`config.mk`:
```
export PLATFORM = sky130hd
export DESIGN_NAME = beeper_pattern_generator
export DESIGN_NICKNAME = d
export VERILOG_FILES = /design/src/hw/rtl/bpg_pkg.sv /design/src/hw/rtl/beeper_pattern_generator.sv
export SDC_FILE = /design/constraint.sdc
export NUM_CORES = 1
export LEC_CHECK = 0
export BUFFER_PORTS_ARGS = -buffer_cell sky130_fd_sc_hd__buf_4
export CORE_MARGIN = 2
export CORE_UTILIZATION = 54
export CTS_CLUSTER_SIZE = 25
export DETAILED_ROUTE_END_ITERATION = 8
export GPL_TIMING_DRIVEN = 0
export PLACE_DENSITY = 0.85
export REMOVE_ABC_BUFFERS = 1
export SKIP_CTS_REPAIR_TIMING = 1
export SYNTH_ARGS = -nofsm -noshare
export SYNTH_HDL_FRONTEND = slang
export SYNTH_SLANG_ARGS = --single-unit
```
`constraint.sdc`:
```
create_clock -name clock -period 3.6 [get_ports clock]
set_clock_uncertainty 0.15 [all_clocks]
set_input_delay 0.54 -clock clock [delete_from_list [all_inputs] [get_ports clock]]
set_output_delay 0.54 -clock clock [all_outputs]
set_load 0.005 [all_outputs]
```
`src/hw/rtl/bpg_pkg.sv`:
```
`default_nettype none

package bpg_pkg;

   localparam int unsigned CFG_WIDTH     = 15;
   localparam int unsigned COUNT_WIDTH   = 7;
   localparam int unsigned TICK_WIDTH    = 16;
   localparam int unsigned CYCLE_WIDTH   = 8;
   localparam int unsigned REQ_DATA_BITS = 24;
   localparam int unsigned RSP_DATA_BITS = 8;

   localparam logic [CFG_WIDTH-1:0]   CYCLE_LENGTH_RESET = 15'd200;
   localparam logic [CFG_WIDTH-1:0]   ON_TIME_RESET      = 15'd100;
   localparam logic [COUNT_WIDTH-1:0] FOREVER_LIMIT      = 7'd100;

   typedef enum logic [1:0] {
      MODE_TICK      = 2'd0,
      MODE_FORCE_OFF = 2'd1,
      MODE_FORCE_ON  = 2'd2,
      MODE_BLINK     = 2'd3
   } mode_type;

   typedef enum logic {
      CSR_CYCLE_LENGTH = 1'b0,
      CSR_ON_TIME      = 1'b1
   } csr_index_type;

endpackage

`default_nettype wire

```
`src/hw/rtl/beeper_pattern_generator.sv`:
```
`default_nettype none

// channel  dir  tdata (low bit up)                              tuser
// req_     in   beep_count[6:0] mute_count[13:7]                 mode[1:0]
//               repeat_count[20:14], zero pad [23:21]
// rsp_     out  buzzer_on[0] pattern_active[1], zero pad [7:2]   -
// csr_     in   csr_addr 0 cycle_length, 1 on_time; data [14:0]  -
//
// One beat per cycle sustained while rsp_tready stays high; a beat taken loads
// the input register, then the result register.
// The counter update is one short add/compare pass on the input register.
// Reset clears the pattern, the buzzer and both pipeline stages.
// rsp_tready low holds the result; the input register still drains into
// the result register as soon as that frees.

module beeper_pattern_generator (
   input  wire logic                             clock,
   input  wire logic                             reset,
   input  wire logic                             req_tvalid,
   output logic                                  req_tready,
   // beep_count, mute_count, repeat_count, zero pad
   input  wire logic [bpg_pkg::REQ_DATA_BITS-1:0] req_tdata,
   // mode
   input  wire logic [1:0]                       req_tuser,
   output logic                                  rsp_tvalid,
   input  wire logic                             rsp_tready,
   // buzzer_on, pattern_active, zero pad
   output logic [bpg_pkg::RSP_DATA_BITS-1:0]     rsp_tdata,
   input  wire logic                             csr_we,
   input  wire logic                             csr_addr,
   input  wire logic [bpg_pkg::CFG_WIDTH-1:0]    csr_wdata
);

   localparam int unsigned CW = bpg_pkg::COUNT_WIDTH;

   logic                                 in_valid_ff;
   bpg_pkg::mode_type                    in_mode_ff;
   logic [CW-1:0]                        in_beeps_ff;
   logic [CW-1:0]                        in_mutes_ff;
   logic [CW-1:0]                        in_repeat_ff;

   logic [bpg_pkg::CFG_WIDTH-1:0]        cycle_length_ff, cycle_length_in;
   logic [bpg_pkg::CFG_WIDTH-1:0]        on_time_ff, on_time_in;
   logic [bpg_pkg::TICK_WIDTH-1:0]       tick_ff, tick_in;
   logic [bpg_pkg::CYCLE_WIDTH-1:0]      cycle_ff, cycle_in;
   logic [CW-1:0]                        groups_done_ff, groups_done_in;
   logic [CW-1:0]                        beeps_ff, beeps_in;
   logic [CW-1:0]                        mutes_ff, mutes_in;
   logic [CW-1:0]                        wanted_ff, wanted_in;
   logic                                 level_ff, level_in;

   logic                                 out_valid_ff;
   logic                                 out_buzzer_ff;
   logic                                 out_active_ff;

   logic                                 advance;
   logic [bpg_pkg::TICK_WIDTH-1:0]       tick_inc;
   logic [bpg_pkg::CYCLE_WIDTH-1:0]      cycle_inc;
   logic [bpg_pkg::CYCLE_WIDTH-1:0]      group_len;
   logic [CW-1:0]                        groups_inc;

   assign advance    = in_valid_ff && (!out_valid_ff || rsp_tready);
   assign req_tready = !in_valid_ff || advance;

   assign tick_inc   = tick_ff + 1'b1;
   assign cycle_inc  = cycle_ff + 1'b1;
   assign group_len  = {1'b0, beeps_ff} + {1'b0, mutes_ff};
   assign groups_inc = groups_done_ff + 1'b1;

   always_comb begin
      cycle_length_in = cycle_length_ff;
      on_time_in      = on_time_ff;
      tick_in         = tick_ff;
      cycle_in        = cycle_ff;
      groups_done_in  = groups_done_ff;
      beeps_in        = beeps_ff;
      mutes_in        = mutes_ff;
      wanted_in       = wanted_ff;
      level_in        = level_ff;

      if (advance) begin
         case (in_mode_ff)
            bpg_pkg::MODE_TICK: begin
               if (beeps_ff != '0) begin
                  tick_in = tick_inc;
                  if (tick_inc >= {1'b0, cycle_length_ff}) begin
                     tick_in  = '0;
                     cycle_in = cycle_inc;
                     if (cycle_inc >= group_len) begin
                        cycle_in       = '0;
                        groups_done_in = groups_inc;
                        if (groups_inc >= wanted_ff) begin
                           groups_done_in = '0;
                           if (wanted_ff < bpg_pkg::FOREVER_LIMIT) begin
                              beeps_in = '0;
                           end
                        end
                     end
                  end else if (tick_inc >= {1'b0, on_time_ff}) begin
                     level_in = 1'b0;
                  end else if (cycle_ff < {1'b0, beeps_ff}) begin
                     level_in = 1'b1;
                  end
               end
            end
            bpg_pkg::MODE_FORCE_OFF: begin
               beeps_in = '0;
               level_in = 1'b0;
            end
            bpg_pkg::MODE_FORCE_ON: begin
               beeps_in = '0;
               level_in = 1'b1;
            end
            bpg_pkg::MODE_BLINK: begin
               beeps_in       = in_beeps_ff;
               mutes_in       = in_mutes_ff;
               wanted_in      = in_repeat_ff;
               cycle_in       = '0;
               groups_done_in = '0;
            end
            default: begin
               level_in = level_ff;
            end
         endcase
      end

      if (csr_we) begin
         case (csr_addr)
            bpg_pkg::CSR_CYCLE_LENGTH: cycle_length_in = csr_wdata;
            bpg_pkg::CSR_ON_TIME:      on_time_in      = csr_wdata;
            default:                   on_time_in      = on_time_ff;
         endcase
         tick_in = '0;
      end
   end

   always_ff @(posedge clock) begin
      if (reset) begin
         in_valid_ff     <= 1'b0;
         out_valid_ff    <= 1'b0;
         cycle_length_ff <= bpg_pkg::CYCLE_LENGTH_RESET;
         on_time_ff      <= bpg_pkg::ON_TIME_RESET;
         tick_ff         <= '0;
         cycle_ff        <= '0;
         groups_done_ff  <= '0;
         beeps_ff        <= '0;
         mutes_ff        <= '0;
         wanted_ff       <= '0;
         level_ff        <= 1'b0;
      end else begin
         if (req_tready) begin
            in_valid_ff <= req_tvalid;
         end
         if (advance) begin
            out_valid_ff <= 1'b1;
         end else if (rsp_tready) begin
            out_valid_ff <= 1'b0;
         end
         cycle_length_ff <= cycle_length_in;
         on_time_ff      <= on_time_in;
         tick_ff         <= tick_in;
         cycle_ff        <= cycle_in;
         groups_done_ff  <= groups_done_in;
         beeps_ff        <= beeps_in;
         mutes_ff        <= mutes_in;
         wanted_ff       <= wanted_in;
         level_ff        <= level_in;
      end
   end

   always_ff @(posedge clock) begin
      if (req_tready && req_tvalid) begin
         in_mode_ff   <= bpg_pkg::mode_type'(req_tuser);
         in_beeps_ff  <= req_tdata[CW-1:0];
         in_mutes_ff  <= req_tdata[2*CW-1:CW];
         in_repeat_ff <= req_tdata[3*CW-1:2*CW];
      end
      if (advance) begin
         out_buzzer_ff <= level_in;
         out_active_ff <= (beeps_in != '0);
      end
   end

   assign rsp_tvalid = out_valid_ff;
   assign rsp_tdata  = {{(bpg_pkg::RSP_DATA_BITS-2){1'b0}}, out_active_ff, out_buzzer_ff};

`ifndef ASSERT_OFF
   a_force_on: assert property (@(posedge clock) disable iff (reset)
      advance && in_mode_ff == bpg_pkg::MODE_FORCE_ON |=> level_ff && beeps_ff == '0)
      else $error("force on did not set buzzer and cancel pattern");

   a_force_off: assert property (@(posedge clock) disable iff (reset)
      advance && in_mode_ff == bpg_pkg::MODE_FORCE_OFF |=> !level_ff && beeps_ff == '0)
      else $error("force off did not clear buzzer and cancel pattern");

   a_idle_tick: assert property (@(posedge clock) disable iff (reset)
      advance && in_mode_ff == bpg_pkg::MODE_TICK && beeps_ff == '0 && !csr_we
      |=> $stable(tick_ff) && $stable(level_ff) && $stable(cycle_ff))
      else $error("tick without pattern changed state");

   a_result_matches_state: assert property (@(posedge clock) disable iff (reset)
      !$past(reset) && $past(advance)
      |-> rsp_tvalid && out_active_ff == (beeps_ff != '0) && out_buzzer_ff == level_ff)
      else $error("result register disagrees with pattern state");

   a_ready_when_empty: assert property (@(posedge clock) disable iff (reset)
      !in_valid_ff |-> req_tready)
      else $error("input stage empty but not ready");
`endif

endmodule

`default_nettype wire
```
==> qor.yml, run 1 <==
slowest_stage: "dfxtp_4"
grt_max_degree: 68
peakVddDrop_mv: 0.351
worst_slack_ns: -0.0532
status: "finished, violations left"
synth-xor-area-share_pct: 4.26
fin_crit_ns: 3.65
synth_simple_gate_area_share_pct: 18.8
maxCapViolCount: 0
crit_required_ns: 3.73
wl_mm: 14.4
total_power_mw: 2.60
path_delay_family: "compound AO/OA/AOI/OAI gates"
clk_path_buf_depth: 2
synth_seq_area_share_pct: 39.8
avgSynthCellArea_um2: 8.60
track_usage_pct: 22.4
synthToLayoutAreaGrowth_pct: 16.0
violations: "negative setup slack"
dp.cells: 869
synth.area.top_cells: "dfxtp_1 (28%), ha_1 (12%), edfxtp_1 (12%), a21oi_1 (7.6%), nand2_1 (7.2%)"
ys_warn_count: 0
syn_inst: 717
clkSinkCount: 110
firstDrtPassIters: 5
synth_area_um2: 6160
clkTransAtPathRegs_ns: 0.08
rsz0062_at_grt: "true"
port_buffers: 47
htree_levels: 3
grt_use_met1_pct: 25.2
drive_gt1_share_pct: 17.6
crit_path_start_kind: "flip-flop"
async_reset_ff_share_pct: 0
regArea_um2: 2470
start_util_pct: 54.7
clk_latency_ns: 0.37
yosys-top-cells-count: "nand2_1 (118), a21oi_1 (93), dfxtp_1 (85)"
cts_tree: "yes"
max_freq_mhz: 274
ios: 57
synth_mux_area_share_pct: 0.162
power_density_nw_per_um2: 363
met3_usage_pct: 4.54
synth.distinct_cells: 65
synth_fa_ha_area_share_pct: 12.7
nets: 866
drc: 0
diodes: 0
core_area_um2: 11300
globalplace.congestion: 0.930
die_h_um: 111
grt_pass1_wl_mm: 22.9
route.detailed.wl_per_inst_um: 15.9
n_fill_cell: 879
fin_cells: 905
critPathKind: "reg -> reg"
hold_class: "in -> reg"
synth_top_family_by_area: "simple AND/OR/NAND/NOR gates"
hold_viol_final: 0
globalRouteMet2Util_pct: 40.2
worstPathMaxFanout: 7
final_max_slew_viol_count: 0
synth_most_common_cell: "nand2_1"
cp_num_buf_inv: 0
place_hpwl_mm: 9.78
leakage_nw: 2.86
cp_slowest_stage_delay_ns: 0.37
via_count: 5301
grt_overflow: 0
synth-seq-cells: 110
die-area_um2: 12300
cp-end-kind: "flip-flop"
routed_via_density: 5.86
multi_input_area_um2: 3450
antenna_found_initial: 0
synth_edf_count: 25
cp_data_arrival_time_ns: 3.78
synth-compound-area-share_pct: 17.2
row_count: 39
netlist.area_leader.share_pct: 27.6
setup_viol: 3
tightest_slew_ns: 1.28
clock-root-buffer: "clkbuf_16"
grt.busiest_layer: "met2"
cp_cell_sequence: "ha_4 > fa_2 > a21oi_2 > nor2_1 > nor2_2 > o21bai_1 > a21oi_1 > xor2_1 > ha_1 > and3_4 > a221o_1 > a31oi_4 > o21ai_2 > o211ai_1 > nand2_2 > a211oi_2"
timing.hold.ws_ns: 0.192
slew_headroom_pct: 14.7
grt_pass1_vias: 5111
drt_iter0_drc: 535
ant_nets: 0
fin_crit_sh_pct: 101
synthFlopType: "dfxtp_1"
yosysTopAreaCell: "dfxtp_1"
die_w_um: 111
cts_buffers: 9
[metal layers]
metal | part of all wire (%) | wire length [µm] | up-vias
li1 | - | - | 2563
met1 | 40 | 5740 | 2509
met2 | 52 | 7510 | 190
met3 | 5.3 | 757 | 39
met4 | 2.8 | 401 | 0
met5 | 0 | 0 | -
[cell usage in the layout, fill, tap and decap left out, types with 4 or more instances in the layout]
cell / count
a211oi_1: 5
a211oi_2: 7
a21o_1: 8
a21oi_1: 90
a21oi_2: 4
a31oi_1: 6
and3_1: 4
buf_4: 66
clkbuf_16: 9
conb_1: 6
dfxtp_1: 78
dfxtp_2: 4
edfxtp_1: 25
ha_1: 59
inv_1: 58
nand2_1: 117
nand2b_1: 7
nand3_1: 33
nand4_1: 6
nor2_1: 20
nor3_1: 11
o211ai_1: 10
o21ai_0: 11
o21bai_1: 4
o32ai_1: 6
xnor2_1: 19
xor2_1: 10
[worst reg2reg max path: stages (launching register included)]
cell and delay [ns]:
dfxtp_4 0.37, ha_4 0.16, fa_2 0.35, a21oi_2 0.13, nor2_1 0.08, nor2_2 0.15
o21bai_1 0.08, a21oi_1 0.18, xor2_1 0.17, ha_1 0.27, and3_4 0.20, a221o_1 0.33
a31oi_4 0.20, o21ai_2 0.09, o211ai_1 0.16, nand2_2 0.21, a211oi_2 0.29
[cell families after synthesis]
kind of cell	Yosys count
xor gates and xnor gates	30
muxes	1
other	1
AOI/OAI and AO/OA	171
and+or+nand+nor	239
adders and majority gates	62
DFF	110
buffers and inverters	103
[where the power goes]
group          leakage [nW]  switching (mW)  internal (mW)
registers             0.938          0.0242           1.30
logic                  1.77           0.137         0.0965
clock network         0.151           0.538          0.501
total                  2.86           0.699           1.90
[metrics by stage]
step | worst slack, ns | instance area (µm²) | TNS, ns | utilization [%]
final | -0.0532 | 7150 | -0.0826 | 63.4
after global routing | -0.184 | 7150 | -3.07 | 63.4
after CTS | -1.05 | 6820 | -26.29 | 60.5
after detailed placement | -1.05 | 6510 | -25.06 | 57.7
after global placement | -0.917 | 6500 | -19.42 | 57.7
after floorplan | -0.139 | 5970 | -0.143 | -
[final timing paths]
check                                    from               to  slack [ns]  depth (start not counted)
worst max register to register    beeps_ff[0]      beeps_ff[5]       -0.05                         16
worst max-delay path              beeps_ff[0]      beeps_ff[5]       -0.05                         16
worst min register to register   wanted_ff[3]     wanted_ff[3]        0.31                          2
worst min-delay path            req_tdata[20]  in_repeat_ff[6]        0.19                          1
[sequential cells by signal, summed over array words and instances, names as in the netlist, 2 cells and up]
signal           count
wanted_ff            7
cycle_ff             8
in_mutes_ff          7
in_mode_ff           2
beeps_ff             7
in_beeps_ff          7
on_time_ff          15
groups_done_ff       7
mutes_ff             7
cycle_length_ff     15
tick_ff             16
in_repeat_ff         7
[cell type report]
cell class	count	share of cell area, %
Clock buffer	9	3.15
Clock inverter	7	1.17
Inverter	59	3.10
Multi-Input combinational cell	509	48.3
Sequential cell	110	34.5
Tap cell	143	2.50
Timing Repair Buffer	68	7.24
Note: power is estimated with default switching activity, not from simulation.
==> run 2: changes to the inputs <==
--- a/config.mk
+++ b/config.mk
@@ -7,12 +7,11 @@
 export LEC_CHECK = 0
 export BUFFER_PORTS_ARGS = -buffer_cell sky130_fd_sc_hd__buf_4
 export CORE_MARGIN = 2
-export CORE_UTILIZATION = 54
+export CORE_UTILIZATION = 60
 export CTS_CLUSTER_SIZE = 25
 export DETAILED_ROUTE_END_ITERATION = 8
 export GPL_TIMING_DRIVEN = 0
-export PLACE_DENSITY = 0.85
-export REMOVE_ABC_BUFFERS = 1
+export PLACE_DENSITY = 0.89
 export SKIP_CTS_REPAIR_TIMING = 1
 export SYNTH_ARGS = -nofsm -noshare
 export SYNTH_HDL_FRONTEND = slang
==> constraint.sdc (replaced) <==
create_clock -name clock -period 3.9 [get_ports clock]
set_clock_uncertainty 0.15 [all_clocks]
set_input_delay 0.585 -clock clock [delete_from_list [all_inputs] [get_ports clock]]
set_output_delay 0.585 -clock clock [all_outputs]
set_load 0.005 [all_outputs]
==> run 2 against run 1 <==
  * The run now ends clean
  * Flip-flop and latch count unchanged
  * Worst setup slack improved by 0.17 ns
  * First-iteration DRC count shrank 27%
  * Die area down 9.7%
  * Clock power down 24%
  * Sequential share of layout area increased by 0.19 points
  * Via count is 4.2% higher
  * Cell count grew 1.9%
  * Fmax is 3.4% lower
  * Non-clock buffer count rose by 27
  * Largest power group unchanged
==> qor.yml, run 2 (synthesis gave the netlist of run 1 again) <==
final_common_cell: "nand2_1"
nets: 893  # +3.1%
rr_endpoint: "beeps_ff[6]"
die_h_um: 105  # -4.9%
largest_reg_flops: 16  # unchanged
clock-root-buffer: "clkbuf_8"
final_max_slew_viol_count: 0  # unchanged
worstPathMaxFanout: 7  # unchanged
post-route-cell-area_um2: 7080  # -0.96%
place_hpwl_mm: 11.0  # +13%
n_fill_cell: 720  # -18%
fin_crit_ns: 3.78  # +0.130 ns
reg2regPathDepth: 16  # unchanged
grt_max_degree: 24  # -65%
reg2reg_from: "tick_ff[2]"
track_usage_pct: 27.2  # +4.7 points
cp_slowest_stage_delay_ns: 0.41  # +0.04 ns
hold_class: "in -> reg"
grt_overflow: 0  # unchanged
fin_util_pct: 71.8  # +8.4 points
firstDrtPassIters: 5  # unchanged
dp.cells: 902  # +3.8%
core_area_um2: 9860  # -12%
synthToLayoutAreaGrowth_pct: 14.9
grt_pass1_wl_mm: 24.4  # +6.1%
cts_buffers: 9  # unchanged
power_density_nw_per_um2: 316  # -13%
htree_levels: 3  # unchanged
regMostFlops: "tick_ff"
port_buffers: 47  # unchanged
fin_tns_setup_ns: 0  # +0.0826 ns
diodes: 0  # unchanged
die_w_um: 105  # -4.9%
mostFrequentLayoutCells: "nand2_1 (117), a21oi_1 (91), dfxtp_1 (82)"
fin_cells: 922  # +1.9%
slew_headroom_pct: 32.5  # +18 points
peakVddDrop_mv: 0.322  # -8.3%
ios: 57  # unchanged
clk_latency_ns: 0.38  # about the same
r2r_setup_slack_ns: 0.12  # +0.17 ns
dpl_cell_area_um2: 6700  # +3.0%
cp-end-kind: "flip-flop"
critPathKind: "reg -> reg"
top_regs: "tick_ff (16), cycle_length_ff (15), on_time_ff (15)"
clkSinkCount: 110  # unchanged
clkTransAtPathRegs_ns: 0.10  # +0.02 ns
hold_viol_final: 0  # unchanged
crit_required_ns: 4.06  # +0.33 ns
via_count: 5525  # +4.2%
slowest_stage: "dfxtp_2"
maxCapViolCount: 0  # unchanged
antenna_found_initial: 0  # unchanged
leakage_nw: 2.85  # -0.49%
drive_gt1_share_pct: 15.6  # -2.0 points
hold_end: "in_beeps_ff[5]"
ant_nets: 0  # unchanged
clk_path_buf_depth: 2  # unchanged
post-place-ws_ns: -0.195  # +0.855 ns
tightest_slew_ns: 1.01  # -0.264 ns
drc: 0  # unchanged
fin_crit_sh_pct: 97.0  # -4.5 points
routed_via_density: 5.99  # +2.3%
setup_viol: 0  # -3
cts_tree: "yes"
status: "completed"
row_count: 36  # -7.7%
grt_pass1_vias: 5447  # +6.6%
route.detailed.wl_per_inst_um: 16.3  # +2.1%
globalplace.congestion: 0.855  # -8.1%
max_freq_mhz: 264  # -3.4%
start_util_pct: 62.5  # +7.8 points
wl_mm: 15.0  # +4.0%
drt_iter0_drc: 390  # -27%
worst_slack_ns: 0.117  # +0.170 ns
die-area_um2: 11100  # -9.7%
crit_path_start_kind: "flip-flop"
holdPathStages: 1  # unchanged
cp_data_arrival_time_ns: 3.94  # +0.16 ns
cp_cell_sequence: "nand3_2 > or2_1 > buf_2 > or2_1 > buf_2 > nor2_2 > xor2_2 > ha_1 > nand4_1 > nor2_1 > a211oi_2 > a21oi_2 > buf_4 > o211ai_1 > nand2_2 > a211oi_1"
min-delay-start: "req_tdata[5]"
-- run 2: how the worst max path moves through the flow --
stage | from | end | slack [ns] | depth (start not counted)
after floorplan | tick_ff[3] | out_buzzer_ff | 0.43 | 17
after global placement | tick_ff[0] | out_buzzer_ff | -0.10 | 16
after detailed placement | tick_ff[0] | groups_done_ff[0] | -0.20 | 13
after CTS | tick_ff[0] | groups_done_ff[0] | -0.28 | 13
after global routing | tick_ff[2] | beeps_ff[1] | -0.07 | 16
final | tick_ff[2] | beeps_ff[6] | 0.12 | 16
-- run 2: stage by stage --
| step | hold WS [ns] | total power [mW] |
|---|---|---|
| 6_report | 0.220 | 2.24 |
| 5_1_grt | 0.210 | 2.31 |
| 4_1_cts | 0.217 | 2.23 |
| 3_5_place_dp | 0.298 | 1.46 |
| 3_3_place_gp | 0.294 | 1.45 |
| 2_1_floorplan | 0.286 | 1.37 |
-- run 2: critical path: cells and delay by family, from the launching register on --
kind / cells / cell delay (ns)
AO/OA/AOI/OAI: 4 / 0.88
XOR/XNOR: 1 / 0.23
adder cells (fa/ha/maj): 1 / 0.31
buffers and inverters: 3 / 0.50
flip-flops: 1 / 0.41
AND/OR/NAND/NOR: 7 / 1.24
-- run 2: layout make-up --
cell class / instances / area, µm² / share of cell area, %
Multi-Input combinational cell: 509 / 3390 / 47.9
Sequential cell: 110 / 2460 / 34.7
Timing Repair Buffer: 53 / 398 / 5.62
Inverter: 59 / 221 / 3.13
Buffer: 42 / 211 / 2.99
Clock buffer: 13 / 169 / 2.39
Tap cell: 133 / 166 / 2.35
Clock inverter: 3 / 65.1 / 0.919
-- run 2: report_power, final --
part | internal, mW | total, mW | switching (mW)
combinational | 0.0951 | 0.227 | 0.132
clock | 0.414 | 0.786 | 0.372
sequential | 1.20 | 1.22 | 0.0201
total | 1.71 | 2.24 | 0.524
-- run 2: routing by layer --
| metal | track usage [%] | up-vias | part of all wire [%] |
|---|---|---|---|
| met5 | 0 | - | 0 |
| met4 | 14.1 | 0 | 3.5 |
| met3 | 5.63 | 46 | 6.6 |
| met2 | 49.9 | 238 | 52 |
| met1 | 29.1 | 2627 | 38 |
| li1 | - | 2614 | - |
==> run 3: changes to the inputs <==
--- a/config.mk
+++ b/config.mk
@@ -5,13 +5,14 @@
 export SDC_FILE = /design/constraint.sdc
 export NUM_CORES = 1
 export LEC_CHECK = 0
+export ABC_AREA = 1
 export BUFFER_PORTS_ARGS = -buffer_cell sky130_fd_sc_hd__buf_4
 export CORE_MARGIN = 2
 export CORE_UTILIZATION = 60
 export CTS_CLUSTER_SIZE = 25
 export DETAILED_ROUTE_END_ITERATION = 8
 export GPL_TIMING_DRIVEN = 0
-export PLACE_DENSITY = 0.89
+export PLACE_DENSITY = 0.9
 export SKIP_CTS_REPAIR_TIMING = 1
 export SYNTH_ARGS = -nofsm -noshare
 export SYNTH_HDL_FRONTEND = slang
==> run 3 against run 2 <==
  * Fmax increased by 4.3%
  * Hold slack worse by 0.0063 ns
  * Non-clock buffer count is 23 lower
  * Cell count grew 3.0%
  * Combinational power up 30%
  * Die area decreased by 2.5%
  * Via count down 8.2%
  * First-iteration DRC count decreased by 37%
  * Critical endpoint is now out_active_ff
  * Utilization down 2.3 points
  * Critical path type unchanged
==> qor.yml, run 3 <==
max_freq_mhz: 276  # +4.3%
avgSynthCellArea_um2: 8.02  # -6.7%
leakage_nw: 3.14  # +10%
critPathKind: "reg -> reg"
crit_required_ns: 3.92  # -0.14 ns
grt_overflow: 0  # unchanged
cts_tree: "yes"
regMostFlops: "tick_ff"
rsz0062_at_grt: "false"
holdPathStages: 1  # unchanged
wl_mm: 12.8  # -15%
track_usage_pct: 24.7  # -2.5 points
place_hpwl_mm: 9.76  # -12%
grt_max_degree: 24  # unchanged
top_regs: "tick_ff (16), cycle_length_ff (15), on_time_ff (15)"
cp_slowest_stage_delay_ns: 0.42  # about the same
reg2regPathDepth: 19  # +3
cp_data_arrival_time_ns: 3.64  # -0.30 ns
route.detailed.wl_per_inst_um: 13.5  # -17%
synth.distinct_cells: 41  # -37%
row_count: 36  # unchanged
dp.cells: 934  # +3.5%
drt_iter0_drc: 244  # -37%
crit_top_cell: "nand2_1"
setup_viol: 0  # unchanged
timing.hold.ws_ns: 0.214  # -0.00634 ns
clkPwrFrac_pct: 32.3  # -2.9 points
clkTransAtPathRegs_ns: 0.11  # about the same
nets: 921  # +3.1%
yosysTopAreaCell: "dfxtp_1"
regArea_um2: 2450  # -0.25%
die-area_um2: 10800  # -2.5%
core_area_um2: 9730  # -1.4%
ios: 57  # unchanged
n_fill_cell: 776  # +7.8%
hold_viol_final: 0  # unchanged
cp_cell_sequence: "ha_1 > fa_1 > a31oi_2 > nor2_1 > o21ai_0 > nand2_1 > xnor2_1 > ha_1 > nand2_1 > nor2_1 > nand4_1 > nand3_1 > nand2_1 > nor2_1 > nand2_4 > a21oi_1 > nand2_1 > nor2_1 > nand2_1"
diodes: 0  # unchanged
netlist.area_leader.share_pct: 28.3  # +0.72 points
tightest_slew_ns: 0.796  # -0.217 ns
synth-seq-cells: 110  # unchanged
routed_via_density: 5.34  # -11%
ys_warn_count: 0  # unchanged
start_util_pct: 61.7  # -0.75 points
mostFrequentLayoutCells: "nand2_1 (119), inv_1 (91), a21oi_1 (91)"
clk_path_buf_depth: 2  # unchanged
synth_most_common_cell: "nand2_1"
drive_gt1_share_pct: 12.1  # -3.5 points
drc: 0  # unchanged
total_power_mw: 2.27  # +1.4%
htree_levels: 3  # unchanged
clkSinkCount: 110  # unchanged
antenna_found_initial: 0  # unchanged
synth_seq_area_share_pct: 40.8  # +1.0 points
fin_tns_setup_ns: 0  # unchanged
p_int_mw: 1.64  # -4.1%
power_density_nw_per_um2: 335  # +6.2%
clock-root-buffer: "clkbuf_8"
die_h_um: 104  # -1.2%
p_switching_mw: 0.626  # +19%
cp-end-kind: "flip-flop"
fin_crit_ns: 3.63  # -0.156 ns
final_common_cell: "nand2_1"
via_count: 5072  # -8.2%
final_max_slew_viol_count: 0  # unchanged
fin_crit_sh_pct: 93.0  # -4.0 points
r2r_setup_slack_ns: 0.27  # +0.16 ns
grt_pass1_wl_mm: 21.6  # -11%
status: "completed"
peakVddDrop_mv: 0.341  # +5.8%
synth.area.top_cells: "dfxtp_1 (28%), ha_1 (13%), edfxtp_1 (13%), a21oi_1 (7.6%), nand2_1 (7.4%)"
port_buffers: 47  # unchanged
synth_edf_count: 25  # unchanged
syn_inst: 749  # +4.5%
switching_share_pct: 27.6  # +4.2 points
maxCapViolCount: 0  # unchanged
pwr-share-comb_pct: 13.1  # +2.9 points
fin_util_pct: 69.5  # -2.3 points
yosys-top-cells-count: "nand2_1 (119), a21oi_1 (91), inv_1 (91)"
worstPathMaxFanout: 7  # unchanged
cts_buffers: 9  # unchanged
hold_class: "in -> reg"
slowest_stage: "fa_1"
multi_input_area_um2: 3080  # -9.3%
async_reset_ff_share_pct: 0  # unchanged
largest_reg_flops: 16  # unchanged
sequentialPowerShare_pct: 54.6  # about the same
clk_latency_ns: 0.39  # about the same
synthFlopType: "dfxtp_1"
fin_cells: 950  # +3.0%
slew_headroom_pct: 46.9  # +14 points
ant_nets: 0  # unchanged
die_w_um: 104  # -1.2%
crit_path_start_kind: "flip-flop"
synth_area_um2: 6010  # -2.6%
firstDrtPassIters: 5  # unchanged
globalplace.congestion: 0.873  # +2.2%
grt_pass1_vias: 4837  # -11%
synthToLayoutAreaGrowth_pct: 12.6
[run 3: changes by cell type after synthesis, sizes merged, moves of 9 or more]
cell    delta
nor2      +62
o21ai     +54
inv       +37
nand3     -18
nand2     +12
a211oi    -11
clkbuf    -10
buf        -9
xnor2      -9
[run 3: per-layer routing]
| layer | share of wire (%) | global-route usage [%] | routed length (µm) |
|---|---|---|---|
| met3 | 4.6 | 5.45 | 587 |
| met5 | 0 | 0 | 0 |
| met4 | 2.4 | 10.1 | 311 |
| met1 | 42 | 29.0 | 5420 |
| met2 | 51 | 43.5 | 6490 |
[run 3: cells by family after synthesis]
| kind of cell | Yosys count | share of synthesized area [%] |
|---|---|---|
| adders and majority gates | 62 | 13.0 |
| xor gates and xnor gates | 28 | 4.08 |
| DFF | 110 | 40.8 |
| other | 1 | 0.0624 |
| AOI/OAI and AO/OA | 171 | 15.0 |
| buffers and inverters | 121 | 8.33 |
| and+or+nand+nor | 256 | 18.7 |
[run 3: critical path, delay by kind of cell (launching register included)]
family          cells  cell delay, ns
simple gates       12            1.27
compound gates      3            0.58
fa+ha+maj           3            0.92
flops               1            0.34
xor+xnor            1            0.13
[run 3: stage by stage]
step                area, µm²  setup slack (ns)
CTS                      6760             0.275
global route             6760            0.0108
finish                   6760             0.273
detailed placement       6540             0.297
floorplan                6020             0.687
global placement         6540             0.395
[run 3: power by group through the flow]
stage | combinational (mW) | clock, mW | sequential (mW)
after global placement | 0.282 | 0 | 1.26
after detailed placement | 0.292 | 0 | 1.26
after global routing | 0.335 | 0.784 | 1.24
after floorplan | 0.198 | 0 | 1.26
final | 0.296 | 0.733 | 1.24
after CTS | 0.295 | 0.736 | 1.24
[run 3: worst paths after layout]
path,startpoint,endpoint
worst min-delay path,req_tdata[16],in_repeat_ff[2]
worst max register to register,beeps_ff[0],out_active_ff
worst min register to register,on_time_ff[10],on_time_ff[10]
worst max-delay path,beeps_ff[0],out_active_ff
[run 3: cell type report]
cell class,count,area share (%)
multi-input cells,523,45.5
flip-flops and latches,110,36.3
inverters,96,5.44
repair buffers,47,5.22
well taps,133,2.46
plain buffers,25,1.96
clock buffers,9,1.83
clock inverters,7,1.33
